### config.mk
export PLATFORM = sky130hd
export DESIGN_NAME = bsr_ctrl
export DESIGN_NICKNAME = d
export VERILOG_FILES = /design/src/design/bsr_pkg.sv /design/src/design/bsr_ctrl.sv
export SDC_FILE = /design/constraint.sdc
export NUM_CORES = 1
export LEC_CHECK = 0
export BUFFER_PORTS_ARGS = -buffer_cell sky130_fd_sc_hd__buf_4
export CORE_AREA = 3 3 40 42
export CTS_CLUSTER_SIZE = 10
export DETAILED_ROUTE_END_ITERATION = 6
export DIE_AREA = 0 0 43 45
export PLACE_DENSITY_LB_ADDON = 0.3
export SLEW_MARGIN = 30
export SYNTH_ARGS = -nofsm -noshare
export SYNTH_HDL_FRONTEND = slang
export SYNTH_SLANG_ARGS = --single-unit
export TNS_END_PERCENT = 50
### constraint.sdc
create_clock -name i_clk -period 1.45 [get_ports i_clk]
set_input_delay 0.29 -clock i_clk [delete_from_list [all_inputs] [get_ports i_clk]]
set_output_delay 0.29 -clock i_clk [all_outputs]
set_load 0.005 [all_outputs]
### src/design/bsr_pkg.sv
// ----------------------------------------------------------------------------
// bsr_pkg: shared types and constants for bounded_subset_sum_reach
// Action codes, field widths and the controller/datapath command and
// status bundles.
// ----------------------------------------------------------------------------
`default_nettype none

package bsr_pkg;

    localparam int FIELD_W = 12;   // weight, multiplicity, query_sum
    localparam int ACT_W   = 2;
    localparam int CNT_W   = 13;   // window count

    typedef enum logic [ACT_W-1:0] {
        ACT_ADD   = 2'd0,
        ACT_QUERY = 2'd1,
        ACT_CLEAR = 2'd2
    } t_action;

    // controller -> datapath
    typedef struct packed {
        logic load;       // capture item fields
        logic add_start;  // reset walk pointers
        logic walk;       // issue one bitmap position
        logic flip;       // swap live and shadow banks
        logic clr_start;  // restart clear sweep
        logic clr_wr;     // write one clear entry
    } t_dp_cmd;

    // datapath -> controller
    typedef struct packed {
        logic walk_last;  // last position of the add walk issued now
        logic clr_last;   // last clear entry written now
        logic q_bit;      // queried bit (0 when out of range)
    } t_dp_sts;

endpackage

`default_nettype wire

### src/design/bsr_ctrl.sv
// ----------------------------------------------------------------------------
// bsr_ctrl: controller
// Sequences clear sweeps, add walks and queries; owns both handshakes
// and the result register.
// ----------------------------------------------------------------------------
`default_nettype none

module bsr_ctrl (
    input  wire logic                          i_clk,
    input  wire logic                          i_rst_n,
    input  wire logic                          i_s_tvalid,
    output logic                               o_s_tready,
    input  wire bsr_pkg::t_action              i_action,
    input  wire logic [bsr_pkg::FIELD_W-1:0]   i_weight,
    input  wire logic [bsr_pkg::FIELD_W-1:0]   i_mult,
    output bsr_pkg::t_dp_cmd                   o_cmd,
    input  wire bsr_pkg::t_dp_sts              i_sts,
    output logic                               o_m_tvalid,
    input  wire logic                          i_m_tready,
    output logic                               o_reachable
);

    typedef enum logic [2:0] {
        S_CLEAR,
        S_IDLE,
        S_ADD,
        S_FLUSH,
        S_QRD,
        S_QOUT
    } t_state;

    t_state r_state, n_state;
    logic   r_out_valid, n_out_valid;
    logic   r_out_data;
    logic   accept, out_load;

    assign o_s_tready  = (r_state == S_IDLE);
    assign accept      = i_s_tvalid && o_s_tready;
    assign o_m_tvalid  = r_out_valid;
    assign o_reachable = r_out_data;

    always_comb begin
        n_state  = r_state;
        o_cmd    = '0;
        out_load = 1'b0;
        case (r_state)
            S_CLEAR: begin
                o_cmd.clr_wr = 1'b1;
                if (i_sts.clr_last) begin
                    n_state = S_IDLE;
                end
            end
            S_IDLE: begin
                if (accept) begin
                    o_cmd.load = 1'b1;
                    case (i_action)
                        bsr_pkg::ACT_ADD: begin
                            if (i_weight != '0 && i_mult != '0) begin
                                o_cmd.add_start = 1'b1;
                                n_state         = S_ADD;
                            end
                        end
                        bsr_pkg::ACT_QUERY: begin
                            n_state = S_QRD;
                        end
                        bsr_pkg::ACT_CLEAR: begin
                            o_cmd.clr_start = 1'b1;
                            n_state         = S_CLEAR;
                        end
                        default: begin
                            n_state = S_IDLE;   // unused code: dropped
                        end
                    endcase
                end
            end
            S_ADD: begin
                o_cmd.walk = 1'b1;
                if (i_sts.walk_last) begin
                    n_state = S_FLUSH;
                end
            end
            S_FLUSH: begin
                o_cmd.flip = 1'b1;   // last shadow write lands at this edge
                n_state    = S_IDLE;
            end
            S_QRD: begin
                n_state = S_QOUT;
            end
            S_QOUT: begin
                if (!r_out_valid || i_m_tready) begin
                    out_load = 1'b1;
                    n_state  = S_IDLE;
                end
            end
            default: begin
                n_state = S_IDLE;
            end
        endcase
    end

    assign n_out_valid = out_load || (r_out_valid && !i_m_tready);

    always_ff @(posedge i_clk) begin
        if (!i_rst_n) begin
            r_state     <= S_CLEAR;
            r_out_valid <= 1'b0;
        end else begin
            r_state     <= n_state;
            r_out_valid <= n_out_valid;
        end
        if (out_load) begin
            r_out_data <= i_sts.q_bit;
        end
    end

endmodule

`default_nettype wire

# [Word-level counts from Yosys, hierarchy flattened]
# Cells that the tools add are included.
[totals] reg_bits=5 in_bits=33 output_inout_bits=9 elab_cells=46
[classes] n_eq_ne=12 muxes=19 reduce_logical=12
[ops] operator="12-bit nonzero test" n=2
[ops] operator="3-bit 2-to-1 mux" n=5
[ops] operator="3-bit case mux with 5 select lines" n=1
[ops] operator="1-bit 2-to-1 mux" n=10
[ops] operator="3-bit case mux with 3 select lines" n=1
[ops] operator="3-bit by 2-bit == test with 1-bit output (second input constant)" n=2
[ops] operator="3-bit == test (second input constant)" n=2
[ops] operator="2-bit != test (second input constant)" n=3
[ops] operator="5-bit AND reduction" n=1
[ops] operator="2-bit 2-to-1 mux" n=2
[ops] operator="3-bit by 1-bit == test with 1-bit output (second input constant)" n=1
[ops] operator="1-bit logical AND" n=3
[ops] operator="3-bit logical NOT" n=1
[ops] operator="3-bit != test (second input constant)" n=1
[ops] operator="2-bit by 1-bit == test with 1-bit output (second input constant)" n=1
[ops] operator="2-bit == test (second input constant)" n=1
[ops] operator="1-bit logical NOT" n=2
[ops] operator="2-bit logical NOT" n=1
[ops] operator="1-bit logical OR" n=2
[ops] operator="2-bit by 1-bit != test with 1-bit output (second input constant)" n=1

# [Longest topological paths before layout]
[depth] word_depth=6 depth_mapped=5 mapped_depth_nobuf=4

# [Worst setup path before layout]
# No wires, ideal clock.
[synth_timing] kind="register to output" startpoint="register r_state[2]" endpoint="output o_cmd[4] (netlist bit)" arrival_ns=0.900 t_required_ns=1.160 setup_slack_ns=0.260 stages_incl_launch_ff=4 n_path_buf=0 path_cell_list="dfxtp_1 nand4bb_4 nor3_2 and3_1"
[synth_rtl] item="from (decl)" line_no="bsr_ctrl.sv:32" text="t_state r_state, n_state;"
[synth_rtl] item="from (signal assigned)" line_no="bsr_ctrl.sv:108" text="r_state <= n_state;"
[synth_rtl] item="to (decl)" line_no="bsr_ctrl.sv:16" text="output bsr_pkg::t_dp_cmd o_cmd,"

==> run summary <==
maximum root-to-sink buffer count - 2
Flop pwr share - 33.7%
vias in the first global route - 534
first-pass GRT wire length - 2.01 mm
Hold Buf Count CTS - 0
fin. max-slew vios - 0
CP max FO - 4
Iteration-0 DRC Markers - 0
gate count of the mapped netlist - 42
root buffer cell - clkbuf_4
Mapped Nets - 75
post-synth cell types - 25
hold path start - i_sts[0]
row count - 13
fin nets - 125
R2R cell count - 3
largest family of logic cells by synthesized area - simple AND/OR/NAND/NOR gates
Min-Delay Path Class - in -> reg
xor and xnor area share after synthesis - 0%
max-cap violations - 0
simple-gate area share of the yosys netlist - 49.8%
post-synthesis mux area share - 3.05%
vias post-DR - 539
Net Sw Power - 102 uW
Synth Area in Compound Gates - 14.9%
peak supply drop - 0.308 mV
core area - 1280 um^2
adder-cell share of the synthesized area - 0%
sequential fraction of the synthesis area - 29.8%
Power Density - 577 nW/um^2
FF-to-FF setup slack - 0.33 ns
I/O Buffers - 41
Tcrit/Tclk final - 104%
failing checks - setup timing
Routability Congestion - 0.708
Worst setup SP type - flip-flop
Worst Hold Path Cells - 1
antenna violations before repair - 0
CTS sink count - 5
RSZ-0062 raised after global routing - yes
Routed WL - 1.17 mm
status - finished with violations
Reg2Reg Capture Point - o_reachable$_DFFE_PP_
Antenna Cells - 0
Logic pwr share - 31.1%
fin area - 773 um^2
grt total ovfl - 0
via/cell ratio - 5.08
synthesis-to-finish area growth - 109%
placed cell count - 102
clk_lat worst skew - 0.23 ns
r2r startpoint - r_state[2]$_SDFFE_PN0P_
Net Sw Frac - 22.8%
Core Util, Final - 60.2%
Syn Std Cell Area - 369 um^2
clock power share - 35.2%
Arrival @ worst endpoint - 1.22 ns
Die H - 45 um
Starting Density - 28.7%
H-tree depth - 1
Residual DRC - 0
# IOs - 42
placed instance area - 728 um^2
largest net degree at the start of global routing - 9
Rel. slew slack - 82.0%
DIE WIDTH - 43 um
Setup CP Type - reg -> out
Worst setup EP type - primary output
min Tclk post-route - 1.51 ns
Layout Cells excl Fill - 106
WHS Endpoint - o_reachable$_DFFE_PP_
worst setup margin - -0.0623 ns
WP data required - 1.16 ns
final count of hold timing violations - 0
Leakage - 0.369 nW
Fmax achieved - 0.661 GHz
P_int - 344 uW
drt wl/cell - 11.0 um
worst-margin pin slew - 0.267 ns
CTS tree - yes
total track usage - 13.8%
CTS Buf Count - 3
Layout Skew - 0.000721 ns
syn avg cell area - 8.79 um^2
Final setup viols - 2
Worst-path clk slew - 0.04 ns
post-route ant nets - 0
synth warn - 0
Post-DP HPWL - 1.03 mm
share of cells above drive strength 1 - 59.3%
DRT Pass-1 Iters - 1
Die Area - 1940 um^2
Seq cells post-synth - 5
worst max path at each step:
stage                    end               startpoint  slack [ns]  cells after the start
CTS                 o_cmd[4]  r_state[2]$_SDFFE_PN0P_       -0.08                      4
floorplan           o_cmd[4]  r_state[2]$_SDFFE_PN0P_        0.26                      3
detailed placement  o_cmd[4]              i_weight[1]       0.006                      5
global placement    o_cmd[4]              i_weight[1]        0.04                      5
finish              o_cmd[4]  r_state[2]$_SDFFE_PN0P_       -0.06                      4
global route        o_cmd[4]  r_state[2]$_SDFFE_PN0P_       -0.13                      4
cell usage after synthesis, drive strengths merged:
cell type / count / area share (%)
a21boi: 2 / 4.1
a21oi: 1 / 1.4
a31oi: 1 / 1.7
and3: 1 / 1.7
and3b: 1 / 2.4
buf: 1 / 1.4
dfxtp: 4 / 22
edfxtp: 1 / 8.1
inv: 1 / 1.0
mux2: 1 / 3.1
nand2: 4 / 4.1
nand2b: 1 / 1.7
nand3: 2 / 2.7
nand3b: 1 / 2.0
nand4bb: 1 / 7.5
nor2: 2 / 2.0
nor3: 2 / 4.1
nor3b: 4 / 9.5
nor4: 6 / 10
o21a: 2 / 4.1
o21ai: 1 / 1.4
o31a: 1 / 2.4
or2b: 1 / 2.0
layout by cell type (no fill, tap or decap), types with 2 or more instances in the layout:
cell type	n
nor2_1	2
clkbuf_4	3
buf_4	46
a21boi_1	2
nand3_1	2
nor3b_1	2
dfxtp_1	3
nor4_1	6
nand2_1	4
o21a_1	2
power groups by stage:
stage | clock network, mW | logic, mW | registers, mW
2_1_floorplan | 0 | 0.0388 | 0.152
3_3_place_gp | 0 | 0.131 | 0.153
3_5_place_dp | 0 | 0.133 | 0.153
4_1_cts | 0.167 | 0.135 | 0.150
5_1_grt | 0.175 | 0.153 | 0.151
6_report | 0.157 | 0.139 | 0.150
critical path, cell delays in order, from the launching register on:
cell       delay [ns]
dfxtp_1          0.30
nand4bb_4        0.26
nor3_4           0.15
and3_1           0.17
buf_4            0.10
cell type report:
cell class / count / area [um^2]
sequential: 5 / 111
inverter: 1 / 3.75
clock buffer: 4 / 26.3
multi-input combinational: 35 / 268
tap: 15 / 18.8
fill: 124 / 512
timing repair buffer: 46 / 345
timing repair:
item,CTS,global route
resized for setup,1,3
buffers inserted,0,0
setup endpoints to repair,3,4
per-stage QoR:
stage / worst slack, ns / total power [mW] / setup TNS [ns] / hold slack, ns
after global placement: 0.0403 / 0.284 / 0 / 0.470
after floorplan: 0.260 / 0.190 / 0 / 0.389
after CTS: -0.0814 / 0.452 / -0.0889 / 0.217
after global routing: -0.132 / 0.478 / -0.239 / 0.221
after detailed placement: 0.00617 / 0.286 / 0 / 0.470
final: -0.0623 / 0.446 / -0.0710 / 0.231
logic make-up after synthesis:
| kind of cell | Yosys count |
|---|---|
| AOI/OAI and AO/OA | 8 |
| buffers and inverters | 2 |
| DFF | 5 |
| muxes | 1 |
| and+or+nand+nor | 26 |
routing by layer:
metal	vias up	wire length (um)	GRT usage, %
met4	0	17	9.04
li1	264	-	-
met2	36	561	24.6
met3	2	159	3.59
met5	-	0	0
met1	237	428	14.5
sequential cells by signal, summed over array words and instances (netlist names):
name,cells
o_m_tvalid,1
r_state,3
o_reachable,1
No activity file was read; power rests on OpenSTA's default activity.
